--- src/design/spvc_pkg.sv ---
// Shared constants, codes and types for the seat pressure valve controller.
package spvc_pkg;

    // Button bank size and index width
    localparam int BUTTON_COUNT = 8;
    localparam int BTN_IDX_W    = (BUTTON_COUNT > 1) ? $clog2(BUTTON_COUNT) : 1;
    localparam int BTN_FIELD_W  = 3;
    localparam int LEVEL_PAD_W  = 16;
    localparam int REPORT_W     = 8;

    // Seat occupancy sensors
    localparam int SEAT_A = 5;
    localparam int SEAT_B = 6;
    localparam int SEAT_C = 7;

    // Field widths
    localparam int TIME_W     = 32;
    localparam int SETPOINT_W = 8;
    localparam int TOL_W      = 4;
    localparam int DEB_W      = 10;
    localparam int PSI_W      = 11;
    localparam int PSI_EXT_W  = 13;

    // Configuration port
    localparam int CFG_IDX_W  = 3;
    localparam int CFG_DATA_W = 10;

    localparam logic [CFG_IDX_W-1:0] CFG_FRONT_LIGHT = 3'd0;
    localparam logic [CFG_IDX_W-1:0] CFG_FRONT_HEAVY = 3'd1;
    localparam logic [CFG_IDX_W-1:0] CFG_REAR_LIGHT  = 3'd2;
    localparam logic [CFG_IDX_W-1:0] CFG_REAR_HEAVY  = 3'd3;
    localparam logic [CFG_IDX_W-1:0] CFG_TOLERANCE   = 3'd4;
    localparam logic [CFG_IDX_W-1:0] CFG_DEBOUNCE    = 3'd5;

    // Reset values
    localparam logic [SETPOINT_W-1:0] RST_LIGHT_SP = 8'd28;
    localparam logic [SETPOINT_W-1:0] RST_HEAVY_SP = 8'd35;
    localparam logic [TOL_W-1:0]      RST_TOL      = 4'd1;
    localparam logic [DEB_W-1:0]      RST_DEBOUNCE = 10'd50;

    // Vent threshold above the front target
    localparam logic signed [PSI_EXT_W-1:0] VENT_MARGIN = 13'sd1;

    // Operation codes
    localparam logic OP_BUTTON   = 1'b0;
    localparam logic OP_PRESSURE = 1'b1;

    // Drive levels
    typedef struct packed {
        logic vent;
        logic fill;
        logic comp;
    } t_drive;

    localparam t_drive DRIVE_OFF  = '{vent: 1'b0, fill: 1'b0, comp: 1'b0};
    localparam t_drive DRIVE_FILL = '{vent: 1'b0, fill: 1'b1, comp: 1'b1};
    localparam t_drive DRIVE_VENT = '{vent: 1'b1, fill: 1'b0, comp: 1'b0};

    // Button event handed to the debounce unit
    typedef struct packed {
        logic                   en;
        logic [BTN_FIELD_W-1:0] idx;
        logic                   level;
        logic [TIME_W-1:0]      stamp;
    } t_btn_evt;

    // Target latch request from the debounce unit
    typedef struct packed {
        logic latch;
        logic heavy;
    } t_seat_upd;

endpackage

--- src/design/seat_pressure_valve_controller_core.sv ---
// Top level of the seat pressure valve controller: handshake, config, targets, drives.
//
// Input channel (i_valid / o_stall) takes one transaction per cycle unless o_stall is
// high: either a button event (i_op = 0: index, pressed level, ms timestamp) or a
// pressure sample (i_op = 1: signed PSI). Every transaction yields exactly one result
// transaction on the output channel (o_valid / i_stall) carrying the drive
// levels, the latched front and rear targets and the debounced button levels.
// The item is captured in the input register, then processed in one pass that
// updates state and loads the result register. Throughput is one transaction per
// cycle while the receiver does not stall, as the debounce compare and pressure
// compares all fit in that single pass.
// When the receiver stalls, the result holds, the input register fills, and
// o_stall rises only once both registers are occupied.
// Configuration writes (i_cfg_we, i_cfg_idx, i_cfg_wdata) take effect at once;
// the user must make them while the block is idle; the block does not enforce
// it. Setpoint writes reach the latched targets at the next accepted seat event.
// Reset empties both registers and restores register defaults, released levels,
// zero timestamps, light targets and all drives off.
module seat_pressure_valve_controller_core (
    input  logic                                i_clk,
    input  logic                                i_rst_n,
    // input channel
    input  logic                                i_valid,
    output logic                                o_stall,
    input  logic                                i_op,
    input  logic [2:0]                          i_button_index,
    input  logic                                i_button_pressed,
    input  logic [31:0]                         i_time_ms,
    input  logic signed [10:0]                  i_pressure_psi,
    // output channel
    output logic                                o_valid,
    input  logic                                i_stall,
    output logic                                o_compressor_on,
    output logic                                o_fill_valve_on,
    output logic                                o_vent_valve_on,
    output logic [7:0]                          o_front_setpoint,
    output logic [7:0]                          o_rear_setpoint,
    output logic [7:0]                          o_stable_buttons,
    // configuration
    input  logic                                i_cfg_we,
    input  logic [spvc_pkg::CFG_IDX_W-1:0]      i_cfg_idx,
    input  logic [spvc_pkg::CFG_DATA_W-1:0]     i_cfg_wdata
);
    import spvc_pkg::*;

    // Configuration registers
    logic [SETPOINT_W-1:0] r_front_light;
    logic [SETPOINT_W-1:0] r_front_heavy;
    logic [SETPOINT_W-1:0] r_rear_light;
    logic [SETPOINT_W-1:0] r_rear_heavy;
    logic [TOL_W-1:0]      r_tol;
    logic [DEB_W-1:0]      r_debounce;

    // Input register
    logic                   r_in_valid;
    logic                   r_op;
    logic [BTN_FIELD_W-1:0] r_idx;
    logic                   r_pressed;
    logic [TIME_W-1:0]      r_time;
    logic [PSI_W-1:0]       r_psi;

    // Result register (also the block state)
    logic                   r_out_valid;
    t_drive                 r_drive;
    t_drive                 n_drive;
    logic [SETPOINT_W-1:0]  r_front;
    logic [SETPOINT_W-1:0]  r_rear;

    logic                    advance;
    logic                    take_in;
    logic                    process;
    t_btn_evt                evt;
    t_seat_upd               seat;
    logic [BUTTON_COUNT-1:0] levels;

    logic signed [PSI_EXT_W-1:0] p_ext;
    logic signed [PSI_EXT_W-1:0] sp_ext;
    logic signed [PSI_EXT_W-1:0] tol_ext;

    // Handshake
    assign advance = !r_out_valid || !i_stall;
    assign process = r_in_valid && advance;
    assign o_stall = r_in_valid && !advance;
    assign take_in = i_valid && !o_stall;

    // Configuration writes
    always_ff @(posedge i_clk) begin
        if (!i_rst_n) begin
            r_front_light <= RST_LIGHT_SP;
            r_front_heavy <= RST_HEAVY_SP;
            r_rear_light  <= RST_LIGHT_SP;
            r_rear_heavy  <= RST_HEAVY_SP;
            r_tol         <= RST_TOL;
            r_debounce    <= RST_DEBOUNCE;
        end else if (i_cfg_we) begin
            case (i_cfg_idx)
                CFG_FRONT_LIGHT: r_front_light <= i_cfg_wdata[SETPOINT_W-1:0];
                CFG_FRONT_HEAVY: r_front_heavy <= i_cfg_wdata[SETPOINT_W-1:0];
                CFG_REAR_LIGHT:  r_rear_light  <= i_cfg_wdata[SETPOINT_W-1:0];
                CFG_REAR_HEAVY:  r_rear_heavy  <= i_cfg_wdata[SETPOINT_W-1:0];
                CFG_TOLERANCE:   r_tol         <= i_cfg_wdata[TOL_W-1:0];
                CFG_DEBOUNCE:    r_debounce    <= i_cfg_wdata[DEB_W-1:0];
                default: ;
            endcase
        end
    end

    // Input register
    always_ff @(posedge i_clk) begin
        if (!i_rst_n) begin
            r_in_valid <= 1'b0;
        end else if (take_in) begin
            r_in_valid <= 1'b1;
        end else if (advance) begin
            r_in_valid <= 1'b0;
        end
    end

    always_ff @(posedge i_clk) begin
        if (take_in) begin
            r_op      <= i_op;
            r_idx     <= i_button_index;
            r_pressed <= i_button_pressed;
            r_time    <= i_time_ms;
            r_psi     <= i_pressure_psi;
        end
    end

    // Debounce unit
    assign evt.en    = process && (r_op == OP_BUTTON);
    assign evt.idx   = r_idx;
    assign evt.level = r_pressed;
    assign evt.stamp = r_time;

    spvc_debounce u_debounce (
        .i_clk         (i_clk),
        .i_rst_n       (i_rst_n),
        .i_evt         (evt),
        .i_debounce_ms (r_debounce),
        .o_levels      (levels),
        .o_seat        (seat)
    );

    // Pressure compare against the front target
    assign p_ext   = $signed({{(PSI_EXT_W-PSI_W){r_psi[PSI_W-1]}}, r_psi});
    assign sp_ext  = $signed({{(PSI_EXT_W-SETPOINT_W){1'b0}}, r_front});
    assign tol_ext = $signed({{(PSI_EXT_W-TOL_W){1'b0}}, r_tol});

    always_comb begin
        n_drive = r_drive;
        if (p_ext < sp_ext - tol_ext) begin
            n_drive = DRIVE_FILL;
        end else if (p_ext > sp_ext + VENT_MARGIN) begin
            n_drive = DRIVE_VENT;
        end else if ((p_ext >= sp_ext) && (p_ext <= sp_ext + tol_ext)) begin
            n_drive = DRIVE_OFF;
        end
    end

    // Result register and state
    always_ff @(posedge i_clk) begin
        if (!i_rst_n) begin
            r_out_valid <= 1'b0;
            r_drive     <= DRIVE_OFF;
            r_front     <= RST_LIGHT_SP;
            r_rear      <= RST_LIGHT_SP;
        end else begin
            if (advance) begin
                r_out_valid <= r_in_valid;
            end
            if (process && (r_op == OP_PRESSURE)) begin
                r_drive <= n_drive;
            end
            if (seat.latch) begin
                r_front <= seat.heavy ? r_front_heavy : r_front_light;
                r_rear  <= seat.heavy ? r_rear_heavy  : r_rear_light;
            end
        end
    end

    // Outputs
    assign o_valid          = r_out_valid;
    assign o_compressor_on  = r_drive.comp;
    assign o_fill_valve_on  = r_drive.fill;
    assign o_vent_valve_on  = r_drive.vent;
    assign o_front_setpoint = r_front;
    assign o_rear_setpoint  = r_rear;
    assign o_stable_buttons = REPORT_W'(levels);

endmodule

--- src/design/spvc_debounce.sv ---
// Per-button debounce state: stable levels, last accept times, seat latch request.
module spvc_debounce (
    input  logic                                 i_clk,
    input  logic                                 i_rst_n,
    input  spvc_pkg::t_btn_evt                   i_evt,
    input  logic [spvc_pkg::DEB_W-1:0]           i_debounce_ms,
    output logic [spvc_pkg::BUTTON_COUNT-1:0]    o_levels,
    output spvc_pkg::t_seat_upd                  o_seat
);
    import spvc_pkg::*;

    logic [BUTTON_COUNT-1:0] r_level;
    logic [BUTTON_COUNT-1:0] n_level;
    logic [TIME_W-1:0]       r_last [BUTTON_COUNT];

    logic [BTN_IDX_W-1:0]    slot;
    logic                    in_range;
    logic [TIME_W-1:0]       elapsed;
    logic                    accept;
    logic                    is_seat;
    logic [LEVEL_PAD_W-1:0]  pad;

    // Event qualification
    assign slot     = BTN_IDX_W'(i_evt.idx);
    assign in_range = (int'(i_evt.idx) < BUTTON_COUNT);
    assign elapsed  = i_evt.stamp - r_last[slot];
    assign accept   = i_evt.en && in_range && (i_evt.level != r_level[slot]) &&
                      !(elapsed < TIME_W'(i_debounce_ms));

    // Next levels
    always_comb begin
        n_level = r_level;
        if (accept) begin
            n_level[slot] = i_evt.level;
        end
    end

    // Seat occupancy after the update; missing sensors read as zero
    assign pad     = LEVEL_PAD_W'(n_level);
    assign is_seat = (int'(i_evt.idx) == SEAT_A) || (int'(i_evt.idx) == SEAT_B) ||
                     (int'(i_evt.idx) == SEAT_C);

    assign o_seat.latch = accept && is_seat;
    assign o_seat.heavy = (pad[SEAT_A] & pad[SEAT_B]) | (pad[SEAT_A] & pad[SEAT_C]) |
                          (pad[SEAT_B] & pad[SEAT_C]);

    // State registers
    always_ff @(posedge i_clk) begin
        if (!i_rst_n) begin
            r_level <= '0;
            for (int k = 0; k < BUTTON_COUNT; k++) begin
                r_last[k] <= '0;
            end
        end else begin
            r_level <= n_level;
            if (accept) begin
                r_last[slot] <= i_evt.stamp;
            end
        end
    end

    assign o_levels = r_level;

endmodule

--- config.mk ---
export PLATFORM = sky130hd
export DESIGN_NAME = seat_pressure_valve_controller_core
export DESIGN_NICKNAME = d
export VERILOG_FILES = /design/src/design/spvc_pkg.sv /design/src/design/seat_pressure_valve_controller_core.sv /design/src/design/spvc_debounce.sv
export SDC_FILE = /design/constraint.sdc
export NUM_CORES = 1
export LEC_CHECK = 0
export ABC_AREA = 1
export CORE_ASPECT_RATIO = 0.9
export CORE_MARGIN = 5
export CORE_UTILIZATION = 50
export CTS_CLUSTER_SIZE = 24
export DETAILED_ROUTE_END_ITERATION = 8
export DONT_BUFFER_PORTS = 1
export PLACE_DENSITY_LB_ADDON = 0.05
export SETUP_SLACK_MARGIN = 0.02
export SLEW_MARGIN = 30
export SYNTH_ARGS = -nofsm -noshare
export SYNTH_HDL_FRONTEND = slang
export SYNTH_SLANG_ARGS = --single-unit
--- constraint.sdc ---
create_clock -name i_clk -period 8.1 [get_ports i_clk]
set_clock_uncertainty 0.1 [all_clocks]
set_input_delay 0.405 -clock i_clk [delete_from_list [all_inputs] [get_ports i_clk]]
set_output_delay 0.405 -clock i_clk [all_outputs]
set_load 0.1 [all_outputs]
==> metrics, run 1 <==
total gr overflow=0; crit start category=flop; nets@finish=2,445; Hold WS=0.0475 ns; vias=15,900; Syn Inst Count=2,248; Worst-path clk slew=approximately 0.060 ns; Pins Over Slew Limit=0; Worst IR Drop VDD=around 0.16 mV; Max Cap Viol=0; Worst Hold Class=input port to flop; Clock Latency Late Sink=0.57 ns; WL/cell=a little over 20 um; TritonCTS clock tree=done; critical path type=flop to flop; Leakage Power=9.41 nW; Antenna Nets Post-Route=0; WL final=57,400 um; Post-CTS Setup Repair Bufs=0; DP Wirelength=approximately 37,000 um; DIE WIDTH=219 um; initial antenna violation count=0; pre-CTS setup slack=1.53 ns; largest net degree at the start of global routing=107; Crit-path slowest cell=buf_4; f_max=150 MHz; Sink Count=381; Worst Path Required=between 8 and 9 ns; setup TNS=0 ns; YS warnings=0; layout cell share with drive strength beyond 1=0.0603; IO buf count=0; synthesis-stage register bit count=roughly 380; Critical Path AT=6.89 ns; Overall Power=4.97 mW; Synth Area in Adders=0.0583; Die Y=198 um; # rows=69; CP endpoint kind=flop; H-tree Lvls=2; fin crit period=roughly 6.7 ns; mux cell area share after synthesis=0; GP Congestion=0.909; vias in the first global route=15,200; clock root buffer=clkbuf_16; syn avg cell area=slightly below 9 um2; Pwr per Cell Area=224 nW/um2; RSZ-0062 raised after global routing=false; post-synthesis sequential area ratio=0.541; main combinational cell family by area after synthesis=simple AND/OR/NAND/NOR gates; CP most frequent cell=nand2_1; initial core utilization=0.503; Netlist Area Pre-Place=19,700 um2; ANT cells=0; synth-to-layout area growth=12.7%; count of final setup violators=0; number of DRC markers in iteration 0=1,817; first-pass GRT wire length=88,100 um; CP Max Fanout=89; Post-Syn Nets=2,404; Compound-Gate Fraction of Synth Area=0.111; CP max stage delay=between 0.7 and 0.8 ns; Total Routing Usage GR=0.262; DRC=0; die area=43,500 um2; Num CTS Buffers=40; Final Hold Fails=0; slack of the critical path=around 1.4 ns; Worst slew margin=0.316; DR vias/cell=5.58; io pins=95; drt pass-1 iters=6; fraction of synthesized cell area in xor and xnor cells=0.0116; worst-margin pin slew=between 1 and 1.5 ns; period utilization=0.825; status=finished clean; Cell variety after synth=47; clock buffer depth=3; core area=slightly below 40,000 um2; Post-Synth Simple-Gate Area=0.211
routing by layer:
metal,global-route usage,up-vias,part of all wire
met3,0.0511,65,0.094
li1,-,7620,-
met2,0.379,663,0.42
met5,0,-,0
met4,0.0621,0,0.018
met1,0.408,7575,0.47
path summary, 6_finish.rpt:
| path | startpoint | end | slack, ns | cells past startpoint |
|---|---|---|---|---|
| max | flop | u_debounce.r_last[7][24]$_SDFFCE_PN0P_ | 1.42 | 29 |
| min | i_rst_n | r_rear_heavy[5]$_SDFFE_PN1P_ | 0.05 | 2 |
| max reg2reg | flop | u_debounce.r_last[7][24]$_SDFFCE_PN0P_ | 1.42 | 29 |
| min reg2reg | r_rear_heavy[2]$_SDFFE_PN0P_ | r_rear_heavy[2]$_SDFFE_PN0P_ | 0.35 | 2 |
critical path, delay by kind of cell, from the launching register on:
family                     cells  cell delay (ns)
adders and majority gates      2             0.58
buffers and inverters          5             1.69
AOI/OAI and AO/OA              4             1.13
xor gates and xnor gates       1             0.17
DFF                            1             0.63
and+or+nand+nor               17             2.06
stage by stage:
stage	util	instances	instance area, um2
floorplan	-	2248	19700
global placement	0.517	2717	20300
detailed placement	0.517	2717	20300
CTS	0.567	2852	22200
global route	0.567	2852	22200
finish	0.567	2852	22200
registers in the layout, indices dropped and copies added (netlist names), named ones only:
| register | count |
|---|---|
| r_tol | 4 |
| r_time | 32 |
| o_vent_valve_on | 1 |
| r_front_heavy | 8 |
| u_debounce.r_last | 256 |
| u_debounce.o_levels | 3 |
| o_front_setpoint | 8 |
| r_idx | 3 |
| r_pressed | 1 |
| r_op | 1 |
| r_psi | 11 |
| r_rear_light | 8 |
| r_in_valid | 1 |
| r_debounce | 10 |
| r_rear_heavy | 8 |
| o_valid | 1 |
| r_front_light | 8 |
| o_fill_valve_on | 1 |
| o_rear_setpoint | 8 |
cell type report:
cell class              instances  area, um2
well taps                     532        666
clock buffers                  54       1080
fillers                      3604      17000
flip-flops and latches        381      10700
repair buffers                 93        888
inverters                     242        910
clock inverters                19        234
multi-input cells            1531       7750
synth_stat cells, drive strengths merged:
cell,instances,area (um2)
or2,1,6.26
o21ai,213,1070
o21a,7,52.6
xnor2,4,35.0
buf,38,205
a22oi,1,7.51
a211oi,1,7.51
nand2,380,1450
nor2,502,1890
a211o,1,8.76
clkbuf,56,210
a32o,1,10.0
o211ai,10,75.1
a31oi,1,6.26
and2,2,12.5
a21oi,82,414
inv,236,886
o22ai,32,200
o211a,1,10.0
ha,87,1090
nand3b,3,22.5
and3,1,6.26
xor2,22,193
clkinv,6,22.5
nor3,12,70.1
o21bai,2,15.0
nand3,102,546
dfxtp,77,1540
o2111ai,2,17.5
o221ai,29,254
edfxtp,304,9130
nand4,20,125
nor4,4,25.0
a21boi,4,30.0
fa,3,60.1
a21o,1,7.51
where the power goes:
part	switching (mW)	total [mW]	internal, mW
registers	0.0678	2.25	2.18
clock network	0.796	1.88	1.08
logic	0.577	0.845	0.269
kinds of logic after synthesis:
group | count (synthesis)
adder cells (fa/ha/maj) | 90
AO/OA/AOI/OAI | 388
XOR/XNOR | 26
flip-flops | 381
buffers and inverters | 336
AND/OR/NAND/NOR | 1027
placed cells by master, fill, tap and decap left out, types with 5 or more instances in the layout:
cell	count
a21oi_1	81
o22ai_1	32
o21ai_0	212
clkinv_1	9
inv_2	9
clkbuf_16	40
buf_4	29
dfxtp_2	8
nor3_1	10
nand4_1	20
nand2_1	372
o21a_1	7
nor2_1	497
dfxtp_1	67
clkbuf_1	10
nand3_1	92
nand2_2	5
o221ai_1	29
dlygate4sd3_1	61
o211ai_1	10
nand3_2	10
clkinv_2	7
ha_1	87
inv_1	226
edfxtp_1	304
xor2_1	22
what timing repair did:
action,CTS,global route
hold endpoints to repair,110,0
resized for setup,0,0
hold buffers,62,0
Note: power is estimated with default switching activity, not from simulation.
==> run 2, diff against run 1 <==
--- a/config.mk
+++ b/config.mk
@@ -5,7 +5,7 @@
 export SDC_FILE = /design/constraint.sdc
 export NUM_CORES = 1
 export LEC_CHECK = 0
-export ABC_AREA = 1
+export ABC_AREA = 0
 export CORE_ASPECT_RATIO = 0.9
 export CORE_MARGIN = 5
 export CORE_UTILIZATION = 50
==> constraint.sdc (replaced) <==
create_clock -name i_clk -period 6.7 [get_ports i_clk]
set_clock_uncertainty 0.1 [all_clocks]
set_input_delay 0.335 -clock i_clk [delete_from_list [all_inputs] [get_ports i_clk]]
set_output_delay 0.335 -clock i_clk [all_outputs]
set_load 0.1 [all_outputs]
==> metrics, run 2 <==
status=finished clean; Antenna Nets Post-Route=0; setup TNS=0 ns; DP Wirelength=about 34,000 um; count of final setup violators=0; Clock Latency Late Sink=0.56 ns; io pins=95; vias in the first global route=13,400; biggest regs=u_debounce.r_last (256), r_time (32), r_psi (11); vias=13,300; DRC=0; Crit-path slowest cell=mux4_2; WL final=roughly 53,000 um; slack of the critical path=0.604 ns; synthesis-stage register bit count=381; Pwr per Cell Area=258 nW/um2; CP endpoint kind=flop; clock root buffer=clkbuf_16; post-synthesis sequential area ratio=0.550; fin crit period=between 6 and 7 ns; Top reg by flops=u_debounce.r_last; Worst Path Required=7.05 ns; Die Y=197 um; Post-CTS Setup Repair Bufs=0; pre-CTS setup slack=between 0.6 and 0.7 ns; Max Cap Viol=0; area occupied by multi-input gates=8180 um2; synth-to-layout area growth=13.6%; biggest area consumer among synthesized cells=edfxtp_1; Worst Hold Class=input port to flop; Reg area=between 10,000 and 15,000 um2; Leakage Power=a little over 8 nW; # rows=between 60 and 70; layout cell share with drive strength beyond 1=0.138; ANT cells=0; nets@finish=1,880; Num CTS Buffers=42; Worst slew margin=0.291; Final Hold Fails=0; WL/cell=23.4 um; CP max stage delay=0.55 ns; YS warnings=0; initial antenna violation count=0; Syn Inst Count=1,651; Overall Power=5.68 mW; initial core utilization=0.506; largest net degree at the start of global routing=53; Sink Count=381; Main synth FF type=edfxtp_1; RSZ-0062 raised after global routing=false; Critical Path AT=6.44 ns; Hold WS=roughly 0.025 ns; Worst IR Drop VDD=about 0.22 mV; Filler Cell Count=3,209; Total Routing Usage GR=0.250; fin util=0.575; period utilization=0.910; Synth area leaders=edfxtp_1 (47%), dfxtp_1 (7.9%), mux4_2 (7.7%); H-tree Lvls=2; CP Max Fanout=42; CP cell instances=buf_12, mux4_2, mux2i_1, ha_1, a21oi_1, nand2_1, o21ai_1, o21a_1, xnor2_1, ha_1, a221oi_1, nand2_1, a211o_1, nor4_1, and4b_1, and4_1, nor2_2, mux2i_2, or2_1, buf_4, a311o_1; most numerous cell in the Yosys netlist=edfxtp_1; syn avg cell area=11.8 um2; most frequent cells in the layout=edfxtp_1 (304), nor2_1 (257), nand2_1 (182), ha_1 (87), dlygate4sd3_1 (70); share of the synthesized area in the top cell type=0.470; Cell variety after synth=slightly above 80; number of DRC markers in iteration 0=1,257; die area=42,900 um2; clock buffer depth=3; crit start category=flop; Post-synth ARST share=0; Worst-path clk slew=0.06 ns; IO buf count=0; Pins Over Slew Limit=0; critical path type=flop to flop; Netlist Area Pre-Place=between 15,000 and 20,000 um2; worst-margin pin slew=~1.1 ns; f_max=~160 MHz; total gr overflow=0; GP Congestion=0.894; TritonCTS clock tree=done; synth cell count leaders=edfxtp_1 (304), nor2_1 (260), nand2_1 (190), ha_1 (87), dfxtp_1 (77); drt pass-1 iters=5; first-pass GRT wire length=81,700 um; EDFF count, synth=around 300; DIE WIDTH=approximately 220 um; DR vias/cell=~5.9; commonest non-fill, non-tap cell in the layout=edfxtp_1; max FFs per register=256; Post-Syn Nets=around 1,800; core area=38,400 um2
-- run 2: per-layer routing --
metal,GRT usage,up-vias,share of wire
met2,0.390,397,0.46
met1,0.366,6651,0.45
met5,0,-,0
met3,0.0481,85,0.069
li1,-,6203,-
met4,0.0632,0,0.021
-- run 2: power by group --
group / internal [mW] / switching, mW
clock: 1.20 / 0.932
sequential: 2.63 / 0.0610
combinational: 0.343 / 0.516
-- run 2: timing repair --
action / CTS / global route
hold buffers: 71 / 0
gates resized for setup: 0 / 0
hold endpoints to repair: 110 / 0
-- run 2: final timing paths --
| check | depth (start not counted) | start | end | slack (ns) |
|---|---|---|---|---|
| worst min-delay path | 2 | i_rst_n | u_debounce.r_last[0][1]$_SDFFCE_PN0P_ | 0.03 |
| worst max register to register | 21 | flop | o_rear_setpoint[6]$_SDFFE_PN0P_ | 0.60 |
| worst max-delay path | 21 | flop | o_rear_setpoint[6]$_SDFFE_PN0P_ | 0.60 |
| worst min register to register | 2 | r_rear_light[6]$_SDFFE_PN0P_ | r_rear_light[6]$_SDFFE_PN0P_ | 0.35 |
-- run 2: cells by family (layout without fill, tap and decap cells) --
| group | count (synthesis) | after routing | share of synthesized area |
|---|---|---|---|
| buffers and inverters | 141 | 244 | 0.0314 |
| AO/OA/AOI/OAI | 238 | 238 | 0.0893 |
| multiplexers | 120 | 120 | 0.105 |
| adder cells (fa/ha/maj) | 90 | 90 | 0.0592 |
| XOR/XNOR | 34 | 34 | 0.0153 |
| flip-flops | 381 | 381 | 0.550 |
| AND/OR/NAND/NOR | 647 | 647 | 0.150 |
-- run 2: metrics by stage --
step                cells  instance area, um2
floorplan            1651               19400
global placement     2134               20100
detailed placement   2134               20100
CTS                  2279               22100
global route         2279               22100
finish               2279               22100
-- run 2: layout make-up --
type | count | area share
clock buffers | 56 | 0.0519
clock inverters | 18 | 0.00414
inverters | 48 | 0.00817
multi-input cells | 1129 | 0.371
flip-flops and latches | 381 | 0.484
well taps | 525 | 0.0298
repair buffers | 122 | 0.0512
-- run 2: critical path: cells and delay by family, from the launching register on --
family / cells / cell delay [ns]
XOR/XNOR: 1 / 0.15
buffers and inverters: 2 / 0.55
AO/OA/AOI/OAI: 6 / 1.75
multiplexers: 3 / 0.94
adder cells (fa/ha/maj): 2 / 0.60
AND/OR/NAND/NOR: 7 / 1.41
flip-flops: 1 / 0.41
